==> src/sv/assert_macros.svh <==
// ----------------------------------------------------------------------------
// Assertion macros shared by the retry backoff timer RTL
// Clocked on i_clk; the gated form is quiet while i_rst_n is low.
// ----------------------------------------------------------------------------
`ifndef ASSERT_MACROS_SVH
`define ASSERT_MACROS_SVH

// Property checked only outside reset
`define RBJ_ASSERT(lbl, prop, msg) \
    lbl: assert property (@(posedge i_clk) disable iff (!i_rst_n) prop) else $error(msg);

// Property checked at every edge, reset included
`define RBJ_ASSERT_ALWAYS(lbl, prop, msg) \
    lbl: assert property (@(posedge i_clk) prop) else $error(msg);

`endif

==> src/sv/rbj_pkg.sv <==
// ----------------------------------------------------------------------------
// rbj_pkg
// Widths, constants and types of the retry backoff jitter timer.
// ----------------------------------------------------------------------------
`default_nettype none

package rbj_pkg;

    // Tracked slots and base retry interval in microseconds
    localparam int unsigned SLOTS       = 8;
    localparam int unsigned INTERVAL_US = 100000;

    // Field widths
    localparam int SLOT_W   = 3;
    localparam int TIME_W   = 48;
    localparam int GEN_W    = 32;
    localparam int CNT_W    = 8;
    localparam int LCG_W    = 32;
    localparam int MAXB_W   = 4;
    localparam int SLOT_IW  = (SLOTS > 1) ? $clog2(SLOTS) : 1;

    // Per-slot random generator
    localparam logic [LCG_W-1:0] LCG_MUL      = 32'd1664525;
    localparam logic [LCG_W-1:0] LCG_ADD      = 32'd1013904223;
    localparam int               JITTER_SHIFT = 16;
    localparam int               JIT_W        = LCG_W - JITTER_SHIFT;

    // Reset value of max_backoff
    localparam logic [MAXB_W-1:0] MAXB_RESET = 4'd5;

    // Saturation limits
    localparam logic [CNT_W-1:0]  CNT_MAX  = {CNT_W{1'b1}};
    localparam logic [TIME_W-1:0] TIME_MAX = {TIME_W{1'b1}};

    // One input beat
    typedef struct packed {
        logic [SLOT_W-1:0] slot;
        logic [TIME_W-1:0] now_time;
        logic [GEN_W-1:0]  change_generation;
        logic              waiting;
    } t_item;

    // Stored state of one slot
    typedef struct packed {
        logic [GEN_W-1:0]  gen;
        logic [CNT_W-1:0]  cnt;
        logic [LCG_W-1:0]  lcg;
        logic [TIME_W-1:0] nrt;
    } t_entry;

    // Flags from the scheduler
    typedef struct packed {
        logic due;
        logic woke;
    } t_sched_flags;

endpackage

`default_nettype wire

==> src/sv/rbj_slot_tbl.sv <==
// ----------------------------------------------------------------------------
// rbj_slot_tbl
// Per-slot state held in flops: one combinational read port, one write port.
// ----------------------------------------------------------------------------
`default_nettype none

module rbj_slot_tbl (
    input  wire logic                   i_clk,
    input  wire logic                   i_rst_n,
    input  wire logic [rbj_pkg::SLOT_IW-1:0] i_rd_idx,
    output rbj_pkg::t_entry             o_rd_entry,
    input  wire logic                   i_wr_en,
    input  wire logic [rbj_pkg::SLOT_IW-1:0] i_wr_idx,
    input  wire rbj_pkg::t_entry        i_wr_entry
);
    import rbj_pkg::*;

    t_entry r_tbl [SLOTS];

    // Reset clears every slot: no generation seen, no retry scheduled
    always_ff @(posedge i_clk) begin
        if (!i_rst_n) begin
            for (int i = 0; i < int'(SLOTS); i++) begin
                r_tbl[i] <= '0;
            end
        end else if (i_wr_en) begin
            r_tbl[i_wr_idx] <= i_wr_entry;
        end
    end

    assign o_rd_entry = r_tbl[i_rd_idx];

endmodule

`default_nettype wire

==> src/sv/rbj_sched.sv <==
// ----------------------------------------------------------------------------
// rbj_sched
// Due decision and next-retry computation for one slot entry.
// ----------------------------------------------------------------------------
`default_nettype none

module rbj_sched (
    input  wire rbj_pkg::t_item         i_item,
    input  wire rbj_pkg::t_entry        i_entry,
    input  wire logic [rbj_pkg::MAXB_W-1:0] i_max_backoff,
    output rbj_pkg::t_entry             o_entry,
    output rbj_pkg::t_sched_flags       o_flags
);
    import rbj_pkg::*;

    localparam int SUM_W = TIME_W + 1;

    logic              woke;
    logic              due;
    logic [CNT_W-1:0]  cnt_base;
    logic [MAXB_W-1:0] exp_sel;
    logic [SUM_W-1:0]  backoff;
    logic [LCG_W-1:0]  lcg_new;
    logic [JIT_W-1:0]  rnd;
    logic [JIT_W-1:0]  jitter;
    logic [SUM_W-1:0]  sum;
    logic [TIME_W-1:0] t_sat;

    // Generation change restarts the backoff and wakes the slot at once
    assign woke = i_item.waiting && (i_item.change_generation != i_entry.gen);
    assign due  = i_item.waiting &&
                  (woke || (i_entry.nrt == '0) || (i_item.now_time >= i_entry.nrt));

    // Backoff exponent, capped
    assign cnt_base = woke ? '0 : i_entry.cnt;
    assign exp_sel  = (cnt_base > CNT_W'(i_max_backoff)) ? i_max_backoff
                                                         : cnt_base[MAXB_W-1:0];
    assign backoff  = SUM_W'(INTERVAL_US) << exp_sel;

    // Advance the generator; jitter comes from its upper half
    assign lcg_new = i_entry.lcg * LCG_MUL + LCG_ADD;
    assign rnd     = lcg_new[LCG_W-1:JITTER_SHIFT];

    // Jitter is rnd mod interval; identity when the interval exceeds rnd's range
    generate
        if (INTERVAL_US > ((1 << JIT_W) - 1)) begin : g_jit_pass
            assign jitter = rnd;
        end else begin : g_jit_mod
            // Floor reciprocal gives a quotient low by at most one
            localparam logic [32:0] RECIP = 33'((64'd1 << 32) / INTERVAL_US);
            logic [JIT_W+32:0] prod;
            logic [JIT_W:0]    quot;
            logic [JIT_W+33:0] qc;
            logic [JIT_W:0]    rem;
            assign prod   = (JIT_W+33)'(rnd) * (JIT_W+33)'(RECIP);
            assign quot   = prod[JIT_W+32:32];
            assign qc     = (JIT_W+34)'(quot) * (JIT_W+34)'(INTERVAL_US);
            assign rem    = (JIT_W+1)'(rnd) - qc[JIT_W:0];
            assign jitter = (rem >= (JIT_W+1)'(INTERVAL_US))
                          ? JIT_W'(rem - (JIT_W+1)'(INTERVAL_US)) : rem[JIT_W-1:0];
        end
    endgenerate

    // Next retry time, saturated at the top of the time range
    assign sum   = {1'b0, i_item.now_time} + backoff + SUM_W'(jitter);
    assign t_sat = sum[TIME_W] ? TIME_MAX : sum[TIME_W-1:0];

    // Updated entry
    always_comb begin
        o_entry = i_entry;
        if (due) begin
            o_entry.gen = i_item.change_generation;
            o_entry.cnt = (cnt_base == CNT_MAX) ? CNT_MAX : cnt_base + 1'b1;
            o_entry.lcg = lcg_new;
            o_entry.nrt = t_sat;
        end
    end

    assign o_flags.due  = due;
    assign o_flags.woke = woke;

endmodule

`default_nettype wire

==> src/sv/retry_backoff_jitter_timer.sv <==
// ----------------------------------------------------------------------------
// retry_backoff_jitter_timer
// Per-slot retry scheduler with exponential backoff and random jitter.
// ----------------------------------------------------------------------------
// Takes one beat per clock while the output is not stalled and returns one
// result beat per input beat, in order, from an input register through an
// output register. The beat sits in the input register; the slot's state is
// read, updated and written back in the same cycle as the result is loaded
// into the output register, so a beat for the same slot in the very next
// cycle sees the updated state. Throughput is set by that read-modify-write
// of the per-slot flop table, which also holds the generator multiply and
// the 49-bit time sum. max_backoff is written on its own channel and is
// always ready; write it only while no beat is in flight.
// ----------------------------------------------------------------------------
`default_nettype none
`include "assert_macros.svh"

module retry_backoff_jitter_timer (
    input  wire logic                        i_clk,
    input  wire logic                        i_rst_n,
    // Configuration
    input  wire logic                        i_cfg_valid,
    output logic                             o_cfg_ready,
    input  wire logic [rbj_pkg::MAXB_W-1:0]  i_cfg_max_backoff,
    // Input channel
    input  wire logic                        i_in_valid,
    output logic                             o_in_ready,
    input  wire logic [rbj_pkg::SLOT_W-1:0]  i_slot,
    input  wire logic [rbj_pkg::TIME_W-1:0]  i_now_time,
    input  wire logic [rbj_pkg::GEN_W-1:0]   i_change_generation,
    input  wire logic                        i_waiting,
    // Result channel
    output logic                             o_out_valid,
    input  wire logic                        i_out_ready,
    output logic                             o_due,
    output logic                             o_woke_on_change,
    output logic [rbj_pkg::TIME_W-1:0]       o_retry_time,
    output logic [rbj_pkg::CNT_W-1:0]        o_retry_number
);
    import rbj_pkg::*;

    logic              r_in_vld;
    t_item             r_item;
    logic              r_out_vld;
    logic              r_due;
    logic              r_woke;
    logic [TIME_W-1:0] r_time;
    logic [CNT_W-1:0]  r_num;
    logic [MAXB_W-1:0] r_max_backoff;

    logic              out_free;
    logic              fire;
    logic              slot_ok;
    logic [SLOT_IW-1:0] idx;
    t_entry            rd_entry;
    t_entry            upd_entry;
    t_sched_flags      flags;
    logic              n_due;
    logic              n_woke;
    logic [TIME_W-1:0] n_time;
    logic [CNT_W-1:0]  n_num;

    // Handshake: input stage moves on whenever the output register frees up
    assign out_free    = !r_out_vld || i_out_ready;
    assign fire        = r_in_vld && out_free;
    assign o_in_ready  = !r_in_vld || out_free;
    assign o_cfg_ready = 1'b1;

    // Control registers
    always_ff @(posedge i_clk) begin
        if (!i_rst_n) begin
            r_in_vld      <= 1'b0;
            r_out_vld     <= 1'b0;
            r_max_backoff <= MAXB_RESET;
        end else begin
            if (o_in_ready) begin
                r_in_vld <= i_in_valid;
            end
            if (out_free) begin
                r_out_vld <= r_in_vld;
            end
            if (i_cfg_valid) begin
                r_max_backoff <= i_cfg_max_backoff;
            end
        end
    end

    // Input register
    always_ff @(posedge i_clk) begin
        if (i_in_valid && o_in_ready) begin
            r_item.slot              <= i_slot;
            r_item.now_time          <= i_now_time;
            r_item.change_generation <= i_change_generation;
            r_item.waiting           <= i_waiting;
        end
    end

    // Slot lookup; slots beyond the table leave state alone and report zeros
    assign slot_ok = (32'(r_item.slot) < SLOTS);
    assign idx     = SLOT_IW'(r_item.slot);

    rbj_slot_tbl u_tbl (
        .i_clk      (i_clk),
        .i_rst_n    (i_rst_n),
        .i_rd_idx   (idx),
        .o_rd_entry (rd_entry),
        .i_wr_en    (fire && slot_ok),
        .i_wr_idx   (idx),
        .i_wr_entry (upd_entry)
    );

    rbj_sched u_sched (
        .i_item        (r_item),
        .i_entry       (rd_entry),
        .i_max_backoff (r_max_backoff),
        .o_entry       (upd_entry),
        .o_flags       (flags)
    );

    // Result beat
    assign n_due  = slot_ok && flags.due;
    assign n_woke = slot_ok && flags.due && flags.woke;
    assign n_time = slot_ok ? upd_entry.nrt : '0;
    assign n_num  = slot_ok ? upd_entry.cnt : '0;

    always_ff @(posedge i_clk) begin
        if (fire) begin
            r_due  <= n_due;
            r_woke <= n_woke;
            r_time <= n_time;
            r_num  <= n_num;
        end
    end

    assign o_out_valid      = r_out_vld;
    assign o_due            = r_due;
    assign o_woke_on_change = r_woke;
    assign o_retry_time     = r_time;
    assign o_retry_number   = r_num;

    // Checks
    `RBJ_ASSERT_ALWAYS(a_rst_empty, !i_rst_n |=> !o_out_valid && !r_in_vld, "pipe not empty after reset")
    `RBJ_ASSERT(a_woke_due, o_out_valid && o_woke_on_change |-> o_due, "woke without due")
    `RBJ_ASSERT(a_due_time, o_out_valid && o_due |-> o_retry_time != '0, "due with no retry time")
    `RBJ_ASSERT(a_due_count, o_out_valid && o_due |-> o_retry_number != '0, "due with zero count")
    `RBJ_ASSERT(a_fire_out, fire |=> o_out_valid, "committed beat not presented")

endmodule

`default_nettype wire
==> config.mk <==
export PLATFORM = sky130hd
export DESIGN_NAME = retry_backoff_jitter_timer
export DESIGN_NICKNAME = d
export VERILOG_FILES = /design/src/sv/rbj_pkg.sv /design/src/sv/rbj_slot_tbl.sv /design/src/sv/rbj_sched.sv /design/src/sv/retry_backoff_jitter_timer.sv
export VERILOG_INCLUDE_DIRS = /design/src /design/src/sv
export SDC_FILE = /design/constraint.sdc
export NUM_CORES = 2
export LEC_CHECK = 0
export BUFFER_PORTS_ARGS = -buffer_cell sky130_fd_sc_hd__clkbuf_2
export CAP_MARGIN = 10
export CORE_MARGIN = 8
export CORE_UTILIZATION = 45
export CTS_BUF_LIST = sky130_fd_sc_hd__clkbuf_4 sky130_fd_sc_hd__clkbuf_8
export DETAILED_ROUTE_END_ITERATION = 6
export GPL_TIMING_DRIVEN = 0
export PLACE_DENSITY = 0.63
export SETUP_SLACK_MARGIN = 0.2
export SLEW_MARGIN = 20
export SYNTH_ARGS = -nofsm -noshare
export SYNTH_HDL_FRONTEND = slang
export SYNTH_SLANG_ARGS = --single-unit
export TNS_END_PERCENT = 50
==> constraint.sdc <==
create_clock -name i_clk -period 24.9 [get_ports i_clk]
set_input_delay 2.49 -clock i_clk [delete_from_list [all_inputs] [get_ports i_clk]]
set_output_delay 2.49 -clock i_clk [all_outputs]
set_load 0.05 [all_outputs]
### Yosys cells after proc, flatten, opt, wreduce, memory -nomap -nowiden

Memories as Yosys holds them, arrays and structs flattened. A register that Yosys moved wholly into a read port is not among the register bits.
Cells that the tools add are included.

* output and inout bits: 61
* memories kept: 1
* bits in registers: 148
* memory bits (writable): 960

Memories
* u_tbl.r_tbl: words 8, width 120, rd ports 1, clocked after memory_dff 1, write ports 8, line rbj_slot_tbl.sv:18 `t_entry r_tbl [SLOTS];`

* equal/unequal tests: 2
* shift operators: 1
* reductions and logical operators: 13
* order comparisons: 2
* muxes and demuxes: 13
* add/sub/neg operators: 4
* $mul: 1

Operator list (count)
* 120-bit 2-to-1 mux: 2
* 120-bit OR reduction: 1
* 48-bit by 49-bit adder with 49-bit output: 1
* 49-bit by 16-bit adder with 49-bit output: 1
* 17-bit by 4-bit left shift with 49-bit output, first input constant: 1
* 48-bit greater-or-equal comparator: 1
* 48-bit logical NOT: 1
* 48-bit 2-to-1 mux: 1
* 32-bit by 30-bit adder with 32-bit output, second input constant: 1
* 32-bit by 21-bit multiplier with 32-bit output, second input constant: 1
* 32-bit != test: 1
* 8-bit 2-to-1 mux: 2
* 8-bit by 1-bit adder with 8-bit output, second input constant: 1
* 8-bit equality test, second input constant: 1
* 8-bit by 4-bit greater-than comparator with 1-bit output: 1
* 3-bit 2-to-1 mux: 2
* 1-bit logical AND: 5
* 1-bit 2-to-1 mux: 5
* 1-bit logical OR: 4
* 4-bit 2-to-1 mux: 1
* 1-bit logical NOT: 2

### Logic depth before layout (Yosys ltp)

* depth in word-level cells: 11
* depth in mapped cells: 48

### Modules after synthesis

Synthesis repeated with hierarchy kept, for this count alone.

* cells, all modules: 4488
* area total of the unflattened synthesis: 60569.3 µm²

By module, submodules not included
* rbj_slot_tbl: area an instance 42702.2 µm², seq. area each 28827.6 µm², cells an instance 2696, instances 1
* rbj_sched: area an instance 13350.3 µm², seq. area each 0.0 µm², cells an instance 1625, instances 1
* retry_backoff_jitter_timer: area an instance 4516.8 µm², seq. area each 4384.2 µm², cells an instance 167, instances 1

### Worst setup path before layout

No wires, ideal clock.

* path type: flip-flop to flip-flop
* start point: register (tool-made name)
* end point: memory u_tbl.r_tbl[0][35] (netlist name) (data pin)
* period minus slack after synthesis: 12773 ps
* arrival: 12497 ps
* setup slack: 12127 ps
* path buffers: 8
* stages on the path, launching flop included: 43
* cell sequence: dfxtp_1 buf_4 buf_4 buf_6 buf_4 buf_4 buf_2 mux4_2 mux2i_1 inv_1 ha_1 xor2_1 inv_1 ha_1 fa_1 inv_1 fa_1 inv_1 (+7 left out) o21ai_0 nor3_1 and3_1 or3_1 o311a_1 a311oi_1 fa_1 inv_1 ha_1 nand4_1 nor4_1 o2111a_1 or4_1 clkbuf_1 clkbuf_1 nand4_1 a2111oi_4 nor3_1

RTL lines (line)
* end: declaration: rbj_slot_tbl.sv:18

==> results by group <==
Die
  • Rows: 136
  • Die Y-Extent: 388 um
  • Initial Util: 45.3%
  • Boundary pin count: 154
  • Die Wd: 388 um
  • DIE AREA: 151000 sq um
  • Core outline area: 137000 sq um

Setup path
  • Crit Path Class: flop to flop
  • Reg2reg setup slack: 7740 ps
  • RR Endpoint: o_retry_time[33]$_DFFE_PP_
  • Worst EP required: 25470 ps
  • Slowest CP cell: clkbuf_1
  • Setup crit end kind: flop
  • Crit-path max cell delay: 930 ps
  • Worst EP arrival: 17740 ps
  • Worst-path fanout max: 11
  • Most frequent CP cell: fa_1
  • CP Launch Type: flop
  • R2R depth: 40

Hold path
  • HP Start: r_in_vld$_SDFFE_PN0N_
  • Worst hold stages: 1
  • Hold Crit Class: flop to flop
  • Worst Hold End: o_out_valid$_SDFFE_PN0P_

Clock tree
  • Postcts setup bufs: 0
  • CTS Sinks: 1111
  • CTS tree: yes
  • CTS Hold Bufs: 0
  • H-tree depth: 4
  • CTS clk-pin slew, worst paths: 70 ps
  • CTS Buf Count: 185
  • Post_cts resized: 0
  • Clk root buf: clkbuf_8
  • Clk Latency, worst-skew pair: 1000 ps
  • Max Root-Sink Buffers: 3

Synth
  • Post-synth net total: 5138
  • Compound-cell area share of the yosys netlist: 10.0%
  • Yosys top cell area share: 53.2%
  • Sequential area share after synthesis: 53.4%
  • Area contributors post-synth: edfxtp_1 (53%), mux4_2 (8.2%), ha_1 (5.5%)
  • Largest family of logic cells by synthesized area: multiplexers
  • Netlist cell types: 89
  • Yosys reg bits: 1111
  • Largest area contributor in the netlist: edfxtp_1
  • Synth warn: 0
  • Post-Synth XOR/XNOR Area: 1.27%
  • Post-Synth Simple-Gate Area: 9.90%
  • Number of enable flip-flop cells after synthesis: 1102
  • Post-synthesis mux area share: 10.9%
  • Top FF cell, synth: edfxtp_1
  • Synth Area in Adders: 10.3%
  • Post-synthesis async set-or-reset flop share: 0%
  • Syn Area/Cell: 13.5 sq um
  • Mapped cell area: 62300 sq um
  • Gate count of the mapped netlist: 4623

GRT
  • Largest net degree at the start of global routing: 52
  • First-pass GRT wire length: 325000 um
  • Grt ovf: 0
  • Initial antenna violation count: 18
  • Overall Global Routing Usage: 29.9%
  • Vias in the first global route: 44695

Placed design
  • Dpl hpwl: 162000 um
  • RePlAce Congestion: 0.976
  • Placement Cell Area: 66200 sq um
  • Dpl cells: 6602
  • Port bufs: 151

Detailed routing
  • Via count: 45715
  • ANT nets after route: 0
  • DRC violations left: 0
  • 1st-pass router iterations: 6
  • First DRT Iteration DRCs: 6469
  • Routed Wire Length: 232000 um
  • Vias/cell: 6.58
  • Post-detailed-route wirelength per cell: 33.4 um

Finish
  • Design area: 69900 sq um
  • Most frequent cells in the layout: edfxtp_1 (1102), nor3_1 (582), a21oi_1 (368)
  • Final non-filler cell total: 6946
  • Synthesis-to-layout area growth: 12.4%
  • Most common cell after layout, fill and taps aside: edfxtp_1
  • Final Net Count: 5511
  • Filler cells: 11903
  • Layout cell share with drive strength beyond 1: 21.4%

Timing
  • Crit path time final: 17160 ps
  • Final setup viols: 0
  • Worst-Margin Slew: 1220 ps
  • Period utilisation layout: 68.9%
  • Relative slew slack: 16.1%
  • Setup TNS: 0 ps
  • Setup Skew: 96.9 ps
  • Hold Vio Cnt, Final: 0
  • Final Max Tran Viols: 0
  • Fmax: 58.3 MHz
  • RSZ-0062 raised after global routing: false

Run status
  • Status: finished clean

Flow run
  • Max cap viols: 0
-- worst max-delay path: cells and delay by family, from the launching register on --
kind	cells	cell delay [ps]
XOR/XNOR	1	820
flip-flops	1	470
AO/OA/AOI/OAI	8	3500
AND/OR/NAND/NOR	4	800
multiplexers	2	830
buffers and inverters	15	5390
adder cells (fa/ha/maj)	10	4910
-- worst max-delay path by stage --
stage,start,to,slack [ps],cells after the start
after global routing,flop,o_retry_time[33]$_DFFE_PP_,7370,42
after floorplan,flop,u_tbl.r_tbl[0][35]$_SDFFCE_PN0P_,12130,42
after global placement,flop,o_retry_time[32]$_DFFE_PP_,6380,42
after CTS,flop,o_retry_time[33]$_DFFE_PP_,8040,41
after detailed placement,flop,o_retry_time[33]$_DFFE_PP_,8100,41
final,flop,o_retry_time[33]$_DFFE_PP_,7740,40
-- synth_stat cells (all sizes together) (81+ instances only) --
cell       n
a211oi   105
a21oi    392
buf      125
clkbuf   164
edfxtp  1102
fa       149
ha       273
inv      320
mux2i    105
mux4     226
nand2    101
nor2     107
nor3     616
nor4      81
-- per-layer routing --
layer	GRT usage (%)	wire length [um]
met4	12.2	10600
met5	0	72
met3	10.5	32900
met1	41.0	89800
met2	43.3	98300
-- kinds of logic after synthesis --
| group | after synthesis |
|---|---|
| AOI/OAI and AO/OA | 900 |
| xor gates and xnor gates | 90 |
| adders and majority gates | 422 |
| buffers and inverters | 612 |
| DFF | 1111 |
| muxes | 391 |
| other | 1 |
| and+or+nand+nor | 1096 |
-- state kept, by name, summed over array words and instances (netlist names), named ones only --
name              cells
u_tbl.r_tbl         960
r_item               81
o_retry_time         48
o_retry_number        8
r_max_backoff         4
idx                   3
o_due                 1
o_out_valid           1
o_woke_on_change      1
r_in_vld              1
-- stage by stage --
step / utilization (%) / hold WS [ps] / setup slack [ps]
detailed placement: 48.2 / 525 / 8100
finish: 50.9 / 536 / 7740
global placement: 47.5 / 496 / 6380
CTS: 50.9 / 544 / 8040
global route: 50.9 / 565 / 7370
floorplan: - / 477 / 12130
-- final cells by class --
type                    count  area (sq um)  area share (%)
well taps                1794          2240            3.21
plain buffers             289          1400            2.00
repair buffers            186          1530            2.19
diodes                     13          32.5          0.0465
clock inverters            75           624           0.893
inverters                 323          1220            1.74
multi-input cells        2900         26500            37.9
flip-flops and latches   1111         33300            47.6
clock buffers             255          3100            4.44
Power is left out: the tool's default activity adds up to more than one toggle a clock period on the data nets, which glitch-free logic cannot reach.
